--- config.mk ---
export PLATFORM = sky130hd
export DESIGN_NAME = lcd_mode_timing_sequencer
export DESIGN_NICKNAME = d
export VERILOG_FILES = /design/src/rtl/core/lcdt_pkg.sv /design/src/rtl/core/lcdt_step.sv /design/src/rtl/core/lcd_mode_timing_sequencer.sv
export SDC_FILE = /design/constraint.sdc
export NUM_CORES = 1
export LEC_CHECK = 0
export ABC_CLOCK_PERIOD_IN_PS = 3200
export BUFFER_PORTS_ARGS = -buffer_cell sky130_fd_sc_hd__buf_2
export CAP_MARGIN = 10
export CORE_MARGIN = 3
export CORE_UTILIZATION = 52
export CTS_CLUSTER_SIZE = 25
export DETAILED_ROUTE_END_ITERATION = 10
export MAX_ROUTING_LAYER = met4
export PLACE_DENSITY_LB_ADDON = 0.1
export SLEW_MARGIN = 20
export SYNTH_ARGS = -nofsm -noshare
export SYNTH_HDL_FRONTEND = slang
export SYNTH_SLANG_ARGS = --single-unit
--- constraint.sdc ---
create_clock -name i_clk -period 3.2 [get_ports i_clk]
set_clock_uncertainty 0.1 [all_clocks]
set_input_delay 0 -clock i_clk [delete_from_list [all_inputs] [get_ports i_clk]]
set_output_delay 0 -clock i_clk [all_outputs]
set_load 0.005 [all_outputs]
--- src/rtl/core/lcdt_pkg.sv ---
// lcdt_pkg: shared types, timing constants, mode and register codes
// for the display mode timing sequencer. No dependencies.
package lcdt_pkg;

    // widths of the fields and state
    localparam int unsigned MODE_W   = 2;
    localparam int unsigned LINE_W   = 8;
    localparam int unsigned DOT_W    = 10;
    localparam int unsigned TICK_W   = 8;
    localparam int unsigned CFG_A_W  = 3;
    localparam int unsigned CFG_D_W  = 8;

    // mode codes
    localparam logic [MODE_W-1:0] MODE_HBLANK = 2'd0;
    localparam logic [MODE_W-1:0] MODE_VBLANK = 2'd1;
    localparam logic [MODE_W-1:0] MODE_OAM    = 2'd2;
    localparam logic [MODE_W-1:0] MODE_XFER   = 2'd3;

    // dot counts per mode and line limits
    localparam logic [DOT_W-1:0]  OAM_DOTS     = 10'd80;
    localparam logic [DOT_W-1:0]  XFER_DOTS    = 10'd172;
    localparam logic [DOT_W-1:0]  HBLANK_DOTS  = 10'd204;
    localparam logic [DOT_W-1:0]  LINE_DOTS    = 10'd456;
    localparam logic [LINE_W-1:0] FIRST_VBLANK = 8'd144;
    localparam logic [LINE_W-1:0] LAST_LINE    = 8'd153;

    // configuration register indexes
    localparam logic [CFG_A_W-1:0] REG_COMPARE_LINE = 3'd0;
    localparam logic [CFG_A_W-1:0] REG_DISPLAY_EN   = 3'd1;
    localparam logic [CFG_A_W-1:0] REG_HBLANK_IE    = 3'd2;
    localparam logic [CFG_A_W-1:0] REG_VBLANK_IE    = 3'd3;
    localparam logic [CFG_A_W-1:0] REG_OAM_IE       = 3'd4;
    localparam logic [CFG_A_W-1:0] REG_COINC_IE     = 3'd5;

    // configuration seen by the step logic
    typedef struct packed {
        logic [LINE_W-1:0] compare_line;
        logic              display_enable;
        logic              hblank_irq_enable;
        logic              vblank_stat_enable;
        logic              oam_irq_enable;
        logic              coincidence_irq_enable;
    } t_cfg;

    // timing state carried between items
    typedef struct packed {
        logic [MODE_W-1:0] mode;
        logic [LINE_W-1:0] line;
        logic [DOT_W-1:0]  dots;
        logic              coinc;
    } t_state;

    // one result item
    typedef struct packed {
        logic [MODE_W-1:0] mode_now;
        logic [LINE_W-1:0] line_now;
        logic              coincidence;
        logic              stat_irq;
        logic              vblank_irq;
        logic              frame_done;
        logic              render_line;
        logic [LINE_W-1:0] rendered_index;
    } t_result;

endpackage

--- src/rtl/core/lcdt_step.sv ---
// lcdt_step: next timing state and result for one item of elapsed ticks.
// Purely combinational; depends on lcdt_pkg.
module lcdt_step
    import lcdt_pkg::*;
(
    input  t_state            i_state,
    input  t_cfg              i_cfg,
    input  logic [TICK_W-1:0] i_tick_count,
    output t_state            o_state,
    output t_result           o_result
);

    logic [DOT_W:0]    dot_sum;
    logic [DOT_W-1:0]  dots;
    logic [LINE_W-1:0] line_inc;
    logic              coinc_inc;
    logic              coinc_zero;
    t_state            nxt;
    t_result           res;

    // dot accumulation, saturated at the counter's full scale
    assign dot_sum  = {1'b0, i_state.dots} + {{(DOT_W+1-TICK_W){1'b0}}, i_tick_count};
    assign dots     = dot_sum[DOT_W] ? {DOT_W{1'b1}} : dot_sum[DOT_W-1:0];
    assign line_inc = i_state.line + 8'd1;
    assign coinc_inc  = (line_inc == i_cfg.compare_line);
    assign coinc_zero = (i_cfg.compare_line == '0);

    // mode sequencing, at most one change per item
    always_comb begin
        nxt      = i_state;
        nxt.dots = dots;
        res      = '0;
        unique case (i_state.mode)
            MODE_OAM: begin
                if (dots >= OAM_DOTS) begin
                    nxt.mode = MODE_XFER;
                    nxt.dots = '0;
                end
            end
            MODE_XFER: begin
                if (dots >= XFER_DOTS) begin
                    nxt.mode           = MODE_HBLANK;
                    nxt.dots           = '0;
                    res.stat_irq       = i_cfg.display_enable & i_cfg.hblank_irq_enable;
                    res.render_line    = 1'b1;
                    res.rendered_index = i_state.line;
                end
            end
            MODE_HBLANK: begin
                if (dots >= HBLANK_DOTS) begin
                    nxt.line  = line_inc;
                    nxt.coinc = coinc_inc;
                    nxt.dots  = '0;
                    res.stat_irq = coinc_inc & i_cfg.display_enable
                                 & i_cfg.coincidence_irq_enable;
                    if (line_inc >= FIRST_VBLANK) begin
                        nxt.mode = MODE_VBLANK;
                        if (i_cfg.display_enable
                            && (i_cfg.vblank_stat_enable || i_cfg.oam_irq_enable)) begin
                            res.stat_irq = 1'b1;
                        end
                        res.vblank_irq = i_cfg.display_enable;
                        res.frame_done = i_cfg.display_enable;
                    end else begin
                        nxt.mode = MODE_OAM;
                        if (i_cfg.display_enable && i_cfg.oam_irq_enable) begin
                            res.stat_irq = 1'b1;
                        end
                    end
                end
            end
            MODE_VBLANK: begin
                if (dots >= LINE_DOTS) begin
                    nxt.dots = '0;
                    if (line_inc > LAST_LINE) begin
                        // frame wraps back to the top line
                        nxt.line  = '0;
                        nxt.mode  = MODE_OAM;
                        nxt.coinc = coinc_zero;
                        res.stat_irq = i_cfg.display_enable
                                     & (i_cfg.oam_irq_enable
                                        | (coinc_zero & i_cfg.coincidence_irq_enable));
                    end else begin
                        nxt.line  = line_inc;
                        nxt.coinc = coinc_inc;
                        res.stat_irq = coinc_inc & i_cfg.display_enable
                                     & i_cfg.coincidence_irq_enable;
                    end
                end
            end
            default: begin
                nxt = i_state;
            end
        endcase
        res.mode_now    = nxt.mode;
        res.line_now    = nxt.line;
        res.coincidence = nxt.coinc;
    end

    assign o_state  = nxt;
    assign o_result = res;

endmodule

--- src/rtl/core/lcd_mode_timing_sequencer.sv ---
// lcd_mode_timing_sequencer: top level with configuration registers,
// timing state and the result register. Depends on lcdt_pkg and lcdt_step.

// Each accepted item of elapsed CPU ticks advances the display timing by one
// step and yields exactly one result, registered in the cycle after acceptance.
// One item is taken every cycle: the timing state updates at acceptance and a
// single output register holds the result, so o_ready stays high unless a
// result is waiting and the consumer is stalling. The step itself is one add,
// a few compares and the mode update. Configuration registers are written
// through i_cfg_we with no wait; writes to indexes beyond the register list
// are ignored.
module lcd_mode_timing_sequencer
    import lcdt_pkg::*;
(
    input  logic               i_clk,
    input  logic               i_rst_n,
    // configuration write port
    input  logic               i_cfg_we,
    input  logic [CFG_A_W-1:0] i_cfg_addr,
    input  logic [CFG_D_W-1:0] i_cfg_wdata,
    // input items
    input  logic               i_valid,
    output logic               o_ready,
    input  logic [TICK_W-1:0]  i_tick_count,
    // result items
    output logic               o_valid,
    input  logic               i_ready,
    output logic [MODE_W-1:0]  o_mode_now,
    output logic [LINE_W-1:0]  o_line_now,
    output logic               o_coincidence,
    output logic               o_stat_irq,
    output logic               o_vblank_irq,
    output logic               o_frame_done,
    output logic               o_render_line,
    output logic [LINE_W-1:0]  o_rendered_index
);

    t_cfg    r_cfg;
    t_state  r_state;
    t_state  n_state;
    t_result n_result;
    t_result r_result;
    logic    r_out_valid;
    logic    in_acc;

    // configuration registers
    always_ff @(posedge i_clk) begin
        if (!i_rst_n) begin
            r_cfg.compare_line           <= '0;
            r_cfg.display_enable         <= 1'b1;
            r_cfg.hblank_irq_enable      <= 1'b0;
            r_cfg.vblank_stat_enable     <= 1'b0;
            r_cfg.oam_irq_enable         <= 1'b0;
            r_cfg.coincidence_irq_enable <= 1'b0;
        end else if (i_cfg_we) begin
            unique case (i_cfg_addr)
                REG_COMPARE_LINE: r_cfg.compare_line           <= i_cfg_wdata;
                REG_DISPLAY_EN:   r_cfg.display_enable         <= i_cfg_wdata[0];
                REG_HBLANK_IE:    r_cfg.hblank_irq_enable      <= i_cfg_wdata[0];
                REG_VBLANK_IE:    r_cfg.vblank_stat_enable     <= i_cfg_wdata[0];
                REG_OAM_IE:       r_cfg.oam_irq_enable         <= i_cfg_wdata[0];
                REG_COINC_IE:     r_cfg.coincidence_irq_enable <= i_cfg_wdata[0];
                default: begin
                end
            endcase
        end
    end

    // step logic
    lcdt_step u_step (
        .i_state      (r_state),
        .i_cfg        (r_cfg),
        .i_tick_count (i_tick_count),
        .o_state      (n_state),
        .o_result     (n_result)
    );

    // handshake: take an item whenever the result register is free or draining
    assign o_ready = !r_out_valid || i_ready;
    assign in_acc  = i_valid && o_ready;

    // timing state
    always_ff @(posedge i_clk) begin
        if (!i_rst_n) begin
            r_state.mode  <= MODE_OAM;
            r_state.line  <= '0;
            r_state.dots  <= '0;
            r_state.coinc <= 1'b0;
        end else if (in_acc) begin
            r_state <= n_state;
        end
    end

    // result register
    always_ff @(posedge i_clk) begin
        if (!i_rst_n) begin
            r_out_valid <= 1'b0;
        end else if (o_ready) begin
            r_out_valid <= i_valid;
        end
    end

    always_ff @(posedge i_clk) begin
        if (in_acc) begin
            r_result <= n_result;
        end
    end

    assign o_valid          = r_out_valid;
    assign o_mode_now       = r_result.mode_now;
    assign o_line_now       = r_result.line_now;
    assign o_coincidence    = r_result.coincidence;
    assign o_stat_irq       = r_result.stat_irq;
    assign o_vblank_irq     = r_result.vblank_irq;
    assign o_frame_done     = r_result.frame_done;
    assign o_render_line    = r_result.render_line;
    assign o_rendered_index = r_result.rendered_index;

`ifndef SYNTHESIS
    // line counter never leaves the frame
    a_line_range: assert property (@(posedge i_clk) disable iff (!i_rst_n)
        r_state.line <= LAST_LINE)
        else $error("line counter beyond last line");

    // a mode change always restarts the dot count
    a_mode_clears_dots: assert property (@(posedge i_clk) disable iff (!i_rst_n)
        (in_acc && n_state.mode != r_state.mode) |=> (r_state.dots == '0))
        else $error("dot counter not cleared on mode change");

    // render strobe only on entry to horizontal blank
    a_render_hblank: assert property (@(posedge i_clk) disable iff (!i_rst_n)
        (o_valid && o_render_line) |-> (o_mode_now == MODE_HBLANK))
        else $error("render strobe outside horizontal blank");

    // frame completion only at the first vertical blank line
    a_frame_line: assert property (@(posedge i_clk) disable iff (!i_rst_n)
        (o_valid && o_frame_done)
            |-> (o_line_now == FIRST_VBLANK && o_mode_now == MODE_VBLANK && o_vblank_irq))
        else $error("frame done away from first vertical blank line");

    // rendered index is zero without a render strobe
    a_index_idle: assert property (@(posedge i_clk) disable iff (!i_rst_n)
        (o_valid && !o_render_line) |-> (o_rendered_index == '0))
        else $error("rendered index set without strobe");
`endif

endmodule
Yosys cells after proc, flatten, opt, wreduce, memory -nomap -nowiden
Index checks and enable logic that the tools add are counted.
{"block": "totals", "output_inout_bits": 25, "word_cells": 83, "input_bits": 24, "regBits": 57}
{"block": "classes", "n_mux": 25, "bitwise": 6, "n_eq_ne": 9, "reduce_logical": 17, "n_addsub": 2, "magnitude_cmp": 6}
{"cell": "21-bit 2-to-1 mux", "count": 2}
{"cell": "10-bit one-hot mux with 4 select lines", "count": 1}
{"cell": "10-bit 2-to-1 mux", "count": 3}
{"cell": "10-bit by 8-bit >= comparator with 1-bit output (second input constant)", "count": 2}
{"cell": "8-bit one-hot mux with 2 select lines", "count": 1}
{"cell": "2-bit AND reduction", "count": 7}
{"cell": "10-bit by 8-bit adder with 11-bit output", "count": 1}
{"cell": "10-bit by 7-bit >= comparator with 1-bit output (second input constant)", "count": 1}
{"cell": "10-bit by 9-bit >= comparator with 1-bit output (second input constant)", "count": 1}
{"cell": "2-bit 2-to-1 mux", "count": 5}
{"cell": "9-bit 2-to-1 mux", "count": 1}
{"cell": "8-bit by 1-bit adder with 8-bit output (second input constant)", "count": 1}
{"cell": "8-bit equality test", "count": 1}
{"cell": "8-bit >= comparator (second input constant)", "count": 1}
{"cell": "8-bit greater-than comparator (second input constant)", "count": 1}
{"cell": "8-bit logical NOT", "count": 1}
{"cell": "8-bit 2-to-1 mux", "count": 1}
{"cell": "2-bit one-hot mux with 4 select lines", "count": 1}
{"cell": "1-bit 2-to-1 mux", "count": 7}
{"cell": "3-bit by 2-bit equality test with 1-bit output (second input constant)", "count": 2}
{"cell": "3-bit equality test (second input constant)", "count": 2}
{"cell": "1-bit bitwise AND", "count": 5}
{"cell": "2-bit equality test (second input constant)", "count": 2}
{"cell": "3-bit by 1-bit equality test with 1-bit output (second input constant)", "count": 1}
{"cell": "11 further kinds", "count": 14}

Depth between registers and ports, before layout
Gate-level depths: netlist of the first run.
{"block": "depth", "ltp_word": 8, "ltp_mapped": 13, "ltp_nobuf": 12}

Cells and area by module
From an unflattened synthesis of the first run, not the netlist that was laid out.
{"block": "unflattened", "cells_unflattened": 431, "area_unflattened_um2": 3878.7}
{"module": "lcd_mode_timing_sequencer", "seq_area_each_um2": 1391.3, "n_inst": 1, "area_each_um2": 2107.0, "cells_per_inst": 177}
{"module": "lcdt_step", "seq_area_each_um2": 0.0, "n_inst": 1, "area_each_um2": 1771.7, "cells_per_inst": 254}

Worst setup path before layout of the first run
Ideal clock, no wire load.
{"block": "synth_timing", "path_kind": "register to register", "start": "reg r_state[1] in the netlist's numbering", "end": "reg r_result (netlist bit o_line_now[3]) (data pin)", "period_less_slack_ps": 3023, "arrival_ps": 2669, "path_stages_with_launch": 14, "setup_time_ps": 255, "n_path_buf": 1, "setup_slack_ps": 177, "required_ps": 2845, "path_cell_list": "dfxtp_1 ha_1 fa_1 nand3_1 nand2_1 a31oi_2 xnor2_1 a21oi_2 o21ai_2 nand2_2 a21boi_1 buf_4 o21a_1 o21ba_1"}
{"element": "from (decl)", "line_no": "lcd_mode_timing_sequencer.sv:39", "source": "t_state r_state;"}
{"element": "from (signal assigned)", "line_no": "lcd_mode_timing_sequencer.sv:90", "source": "r_state <= n_state;"}
{"element": "to (signal assigned)", "line_no": "lcd_mode_timing_sequencer.sv:105", "source": "r_result <= n_result;"}
{"element": "to (decl)", "line_no": "lcd_mode_timing_sequencer.sv:42", "source": "t_result r_result;"}

==> flow_metrics.py, run 1 <==
metrics = {
    "worst_hold_path": {
        "hp-class": "input pin to flop",
    },
    "routing": {
        "drt_iter0_drc": 270,
        "drc": 0,
        "detail-route-antenna-nets": 0,
        "vias": 3083,
        "viasPerCell": 5.80,
        "wire_per_inst_um": 15.7,
        "drt-total-wl_um": 8360,
        "dr.pass1.iters": 5,
    },
    "logic_synthesis": {
        "ys.flop_type": "dfxtp_1",
        "yosysTopAreaCellShare_pct": 20.0,
        "ys_top_cells_by_area": "dfxtp_1, edfxtp_1, nand2_1, ha_1, a21oi_1",
        "syn_area_um2": 3510,
        "synth_cell_types": 73,
        "synth-edff-count": 22,
        "postSynthCellCount": 381,
        "synthArstFlopShare_pct": 0,
        "synth_top_area_cell": "dfxtp_1",
        "ys_warn_count": 0,
        "synth.yosys.seq_area_share_pct": 38.8,
        "ys_ff_latch": 57,
        "syn_avg_cell_area_um2": 9.22,
        "synth_nets": 416,
    },
    "global_routing": {
        "grt_first_pass_wirelength_um": 13500,
        "grt_max_degree": 33,
        "gr-usage-all-layers_pct": 23.1,
        "antenna_found_initial": 0,
        "grt_pass1_vias": 2811,
        "gr-total-overflow": 0,
    },
    "timing": {
        "finalCritPeriodShare_pct": 96.6,
        "worst_pin_slew_ns": 0.573,
        "setup_viol_count_final": 0,
        "fin_ws_ns": 0.107,
        "slew_headroom_pct": 61.8,
        "fmax_mhz": 323,
        "period_minus_slack_ns": 3.09,
        "slew_viol_final": 0,
        "rsz0062_at_grt": "yes",
        "finalHoldViolations": 0,
    },
    "die": {
        "pin_count": 49,
        "rows": 29,
        "start_util_pct": 54.4,
        "die_width_um": 88.2,
        "die_area_um2": 7780,
        "die_height_um": 88.2,
        "core-area_um2": 6460,
    },
    "cts": {
        "numClockSinks": 57,
        "cts_buffer_depth": 2,
        "htree_levels": 3,
        "root_buffer": "clkbuf_8",
        "cts_tree": "built",
        "clk_pin_slew_ns": 0.07,
        "cts_buffers": 9,
        "worstSkewPairLatency_ns": 0.33,
    },
    "finish": {
        "nets": 485,
        "stdcell_area_um2": 4250,
        "antenna_cells": 0,
        "final_cells": 532,
        "final_layout_size_suffix_gt1_share_pct": 25.1,
        "syn2layout_area_growth_pct": 21.0,
        "utilization_pct": 65.8,
    },
    "critical_path": {
        "crit_arrival_ns": 3.08,
        "crit_fanout": 11,
        "end_kind": "flop",
        "critPathRequiredTime_ns": 3.18,
        "worstSetupPathType": "flop to flop",
        "critPathLaunchType": "flop",
    },
    "placed_design": {
        "placed_area_um2": 3850,
        "io_buffer_count": 48,
        "dp_slack_ns": 0.0810,
        "dp_hpwl_um": 5820,
        "place_congestion": 0.923,
        "place_inst": 500,
    },
    "status": {
        "status": "complete, no violations",
    },
    "power": {
        "p_leak_nw": 1.69,
        "ir_drop_mv": 0.284,
        "power_density_nw_per_um2": 463,
    },
    "flow_run": {
        "maxCapViolCount": 0,
    },
}
-- critical path, cell delays in order, from the launching register on --
cell,delay (ns)
dfxtp_1,0.32
ha_1,0.20
fa_1,0.41
nand3_1,0.14
nand2_1,0.14
a31oi_4,0.20
xnor2_2,0.17
a21oi_2,0.12
a211o_1,0.32
nand2_2,0.10
a21boi_1,0.06
buf_4,0.19
o21a_1,0.19
o21ba_1,0.18
-- cells in the mapped netlist (3+ instances only) --
| cell | n |
|---|---|
| a211o_1 | 3 |
| a21boi_0 | 3 |
| a21oi_1 | 22 |
| a21oi_2 | 3 |
| a221oi_1 | 3 |
| a31oi_1 | 4 |
| a32o_1 | 3 |
| and2_1 | 8 |
| and3_1 | 5 |
| buf_2 | 3 |
| buf_4 | 4 |
| clkbuf_1 | 12 |
| clkinv_1 | 3 |
| dfxtp_1 | 35 |
| edfxtp_1 | 22 |
| ha_1 | 10 |
| inv_1 | 12 |
| mux2i_1 | 8 |
| nand2_1 | 45 |
| nand2b_1 | 4 |
| nand3_1 | 10 |
| nor2_1 | 26 |
| nor2b_1 | 7 |
| nor3_1 | 8 |
| nor4_1 | 5 |
| nor4bb_1 | 3 |
| o211ai_1 | 3 |
| o21a_1 | 5 |
| o21ai_0 | 15 |
| o21ba_1 | 3 |
| o22ai_1 | 5 |
| o31ai_1 | 4 |
| xnor2_1 | 12 |
| xor2_1 | 8 |
-- kinds of logic (layout without fill, tap and decap cells) --
group	count (synthesis)	after routing	share of synthesized area (%)
AO/OA/AOI/OAI	103	103	22.6
XOR/XNOR	21	21	5.77
adder cells (fa/ha/maj)	11	11	4.13
buffers and inverters	36	110	4.81
flip-flops	57	57	38.8
multiplexers	9	9	2.71
AND/OR/NAND/NOR	144	144	21.2
-- power breakdown --
| group | switching, W | leakage, nW | internal (W) |
|---|---|---|---|
| clock network | 0.000292 | 0.111 | 0.000427 |
| logic | 0.000231 | 1.08 | 0.000193 |
| registers | 0.0000286 | 0.502 | 0.000794 |
-- through the flow --
step,TNS (ns),hold slack [ns],power [W]
floorplan,0,0.0207,0.00110
global placement,0,0.143,0.00122
detailed placement,0,0.148,0.00122
CTS,0,0.00103,0.00195
global route,-0.137,0.0458,0.00205
finish,0,0.00571,0.00197
-- layout make-up --
class / count / area (um2)
fillers: 542 / 2210
multi-input cells: 288 / 2010
flip-flops and latches: 57 / 1360
repair buffers: 79 / 508
clock buffers: 12 / 166
well taps: 77 / 96.3
inverters: 15 / 56.3
clock inverters: 4 / 48.8
-- flip-flops by register name (all words and copies together) (netlist names) --
signal,flops
r_cfg,13
r_state,21
o_mode_now,2
o_frame_done,1
o_valid,1
o_coincidence,1
o_rendered_index,8
o_stat_irq,1
o_line_now,8
o_render_line,1
-- routing by layer --
layer	routed length [um]	global-route usage, %
met1	3960	31.8
met2	3740	33.0
met3	558	4.80
met4	109	9.07
met5	0	-
-- placed cells by master, fill, tap and decap left out, types with 5 or more instances in the layout --
cell type,instances
o21a_1,5
nor3_1,8
xnor2_1,11
dlygate4sd3_1,14
nand2_1,44
a21oi_1,21
xor2_1,8
o21ai_0,15
clkbuf_8,10
nor2_1,26
nand3_1,10
and2_1,8
buf_2,48
o22ai_1,5
and3_1,5
buf_4,17
mux2i_1,8
dfxtp_1,35
ha_1,9
nor2b_1,7
edfxtp_1,22
inv_1,12
-- final timing paths --
check / start / to / slack (ns) / cells after the start
setup / recovery: r_state[1] / o_line_now[3] / 0.11 / 13
hold / removal: i_rst_n / r_cfg[4] / 0.006 / 2
setup reg to reg: r_state[1] / o_line_now[3] / 0.11 / 13
hold reg to reg: r_state[3] / r_state[3] / 0.38 / 2
-- what timing repair did --
item | CTS | global route
hold endpoints to repair | 14 | 0
buffers inserted | 0 | 2
hold buffers | 14 | 0
setup endpoints to repair | 0 | 18
resized for setup | 0 | 6
(Power assumes the default switching activity.)
==> run 2: changes to the inputs <==
--- a/config.mk
+++ b/config.mk
@@ -5,11 +5,12 @@
 export SDC_FILE = /design/constraint.sdc
 export NUM_CORES = 1
 export LEC_CHECK = 0
-export ABC_CLOCK_PERIOD_IN_PS = 3200
+export ABC_CLOCK_PERIOD_IN_PS = 3400
 export BUFFER_PORTS_ARGS = -buffer_cell sky130_fd_sc_hd__buf_2
 export CAP_MARGIN = 10
 export CORE_MARGIN = 3
-export CORE_UTILIZATION = 52
+export CORE_UTILIZATION = 58
+export CTS_CLUSTER_DIAMETER = 120
 export CTS_CLUSTER_SIZE = 25
 export DETAILED_ROUTE_END_ITERATION = 10
 export MAX_ROUTING_LAYER = met4
==> constraint.sdc (replaced) <==
create_clock -name i_clk -period 3.4 [get_ports i_clk]
set_clock_uncertainty 0.1 [all_clocks]
set_input_delay 0 -clock i_clk [delete_from_list [all_inputs] [get_ports i_clk]]
set_output_delay 0 -clock i_clk [all_outputs]
set_load 0.005 [all_outputs]
==> flow_metrics.py, run 2 (synthesized netlist as in run 1, its figures left out) <==
metrics = {
    "finish": {
        "nFillCells": 454,
        "nets": 473,
        "largest_reg_flops": 21,
        "final_layout_size_suffix_gt1_share_pct": 22.6,
        "seqCellArea_um2": 1360,
        "final_cells": 515,
        "reg.largest.list": "r_state x21, r_cfg x13",
        "layout_commonest_cell": "buf_2",
        "syn2layout_area_growth_pct": 17.5,
        "top_register": "r_state",
        "antenna_cells": 0,
        "final_cell_mix": "buf_2, nand2_1, dfxtp_1",
        "multi_input_area_um2": 2010,
    },
    "cts": {
        "cts_setup_buffers": 0,
        "clk_pin_slew_ns": 0.06,
        "worstSkewPairLatency_ns": 0.34,
        "root_buffer": "clkbuf_8",
        "numClockSinks": 57,
        "cts_buffer_depth": 2,
        "cts_buffers": 9,
        "cts_tree": "built",
        "htree_levels": 3,
    },
    "timing": {
        "finalCritPeriodShare_pct": 95.1,
        "finalHoldViolations": 0,
        "period_minus_slack_ns": 3.23,
        "setup_tns_ns": 0,
        "slew_viol_final": 0,
        "setup_viol_count_final": 0,
        "slew_headroom_pct": 48.3,
        "fmax_mhz": 309,
        "rsz0062_at_grt": "no",
        "worst_pin_slew_ns": 0.774,
    },
    "power": {
        "power_density_nw_per_um2": 433,
        "pwr-share-seq_pct": 43.5,
        "power.share.combinational_pct": 20.5,
        "ir_drop_mv": 0.280,
        "netSwitchingPower_w": 0.000504,
        "p_clk_share_pct": 36.0,
        "p_leak_nw": 1.63,
        "intPower_w": 0.00128,
        "netSwitchingFraction_pct": 28.2,
    },
    "critical_path": {
        "worstSetupPathType": "flop to flop",
        "critPathRequiredTime_ns": 3.53,
        "slowest_delay_ns": 0.41,
        "crit_arrival_ns": 3.37,
        "end_kind": "flop",
        "crit_fanout": 6,
        "cp_slowest_cell": "fa_1",
        "worstPathCellList": "ha_1 -> fa_1 -> nand3_1 -> nand2_1 -> a21oi_1 -> nand2b_1 -> o21ai_1 -> o311a_1 -> a2bb2o_2 -> a211oi_4 -> nor2_1 -> a32o_1",
        "critPathLaunchType": "flop",
    },
    "global_routing": {
        "gr-total-overflow": 0,
        "grt_first_pass_wirelength_um": 13900,
        "gr-usage-all-layers_pct": 25.0,
        "antenna_found_initial": 0,
        "grt_pass1_vias": 2954,
        "grt_max_degree": 33,
    },
    "placed_design": {
        "dp_hpwl_um": 5760,
        "place_inst": 487,
        "place_congestion": 0.937,
        "io_buffer_count": 48,
    },
    "die": {
        "rows": 27,
        "die_width_um": 83.8,
        "die_height_um": 83.8,
        "core-area_um2": 5680,
        "die_area_um2": 7020,
        "pin_count": 49,
        "start_util_pct": 61.9,
    },
    "routing": {
        "drt-total-wl_um": 8270,
        "drt_iter0_drc": 347,
        "dr.pass1.iters": 6,
        "drc": 0,
        "detail-route-antenna-nets": 0,
        "wire_per_inst_um": 16.1,
        "viasPerCell": 6.01,
        "vias": 3095,
    },
    "status": {
        "status": "complete, no violations",
    },
    "worst_hold_path": {
        "hp-class": "input pin to flop",
    },
    "flow_run": {
        "maxCapViolCount": 0,
    },
}
[run 2: cell count changes in the layout (fill, tap and decap cells not counted), sizes merged]
cell and delta:
buf -10, dlygate4sd3 -2, clkinv -1, clkbuf +1
[run 2: cell type report]
class,count,share of cell area [%]
clock buffers,13,3.85
well taps,72,2.18
inverters,15,1.36
flip-flops and latches,57,33.0
multi-input cells,288,48.6
clock inverters,3,0.970
repair buffers,67,10.0
[run 2: power by group through the flow]
stage	sequential, W	clock [W]	combinational [W]
after CTS	0.000775	0.000652	0.000354
final	0.000776	0.000642	0.000367
after detailed placement	0.000790	0	0.000342
after global placement	0.000789	0	0.000334
after global routing	0.000779	0.000687	0.000402
after floorplan	0.000778	0	0.000259
[run 2: worst paths after layout]
check | start | end | slack [ns] | cells after the start
setup / recovery | r_state[1] | r_state[6] | 0.17 | 12
hold / removal | i_cfg_addr[2] | r_cfg[7] | 0.009 | 4
hold reg to reg | r_cfg[11] | r_cfg[11] | 0.38 | 2
setup reg to reg | r_state[1] | r_state[6] | 0.17 | 12
[run 2: worst max-delay path: cells and delay by family, from the launching register on]
kind,cells,cell delay [ns]
compound gates,6,1.50
flops,1,0.32
fa+ha+maj,2,0.61
simple gates,4,0.60
[run 2: what timing repair did]
item	CTS	global route
gates resized for setup	0	3
hold buffers	12	0
endpoints found under the setup margin	0	12
hold endpoints to repair	14	0
[run 2: through the flow]
stage / total power (W) / hold slack (ns) / instance area, um2 / setup WS, ns / util (%)
3_5_place_dp: 0.00113 / 0.149 / 3780 / 0.108 / 66.6
5_1_grt: 0.00187 / 0.0277 / 4130 / 0.000341 / 72.7
6_report: 0.00178 / 0.00902 / 4130 / 0.165 / 72.7
3_3_place_gp: 0.00112 / 0.143 / 3780 / 0.210 / 66.6
4_1_cts: 0.00178 / 0.00357 / 4100 / 0.0868 / 72.3
2_1_floorplan: 0.00104 / 0.0207 / 3510 / 0.377 / -
[run 2: metal layers]
metal | wire length [um] | global-route usage, % | up-vias
met3 | 603 | 4.64 | 12
met1 | 3850 | 34.4 | 1455
li1 | - | - | 1502
met5 | 0 | - | -
met2 | 3730 | 37.7 | 126
met4 | 85 | 7.89 | 0
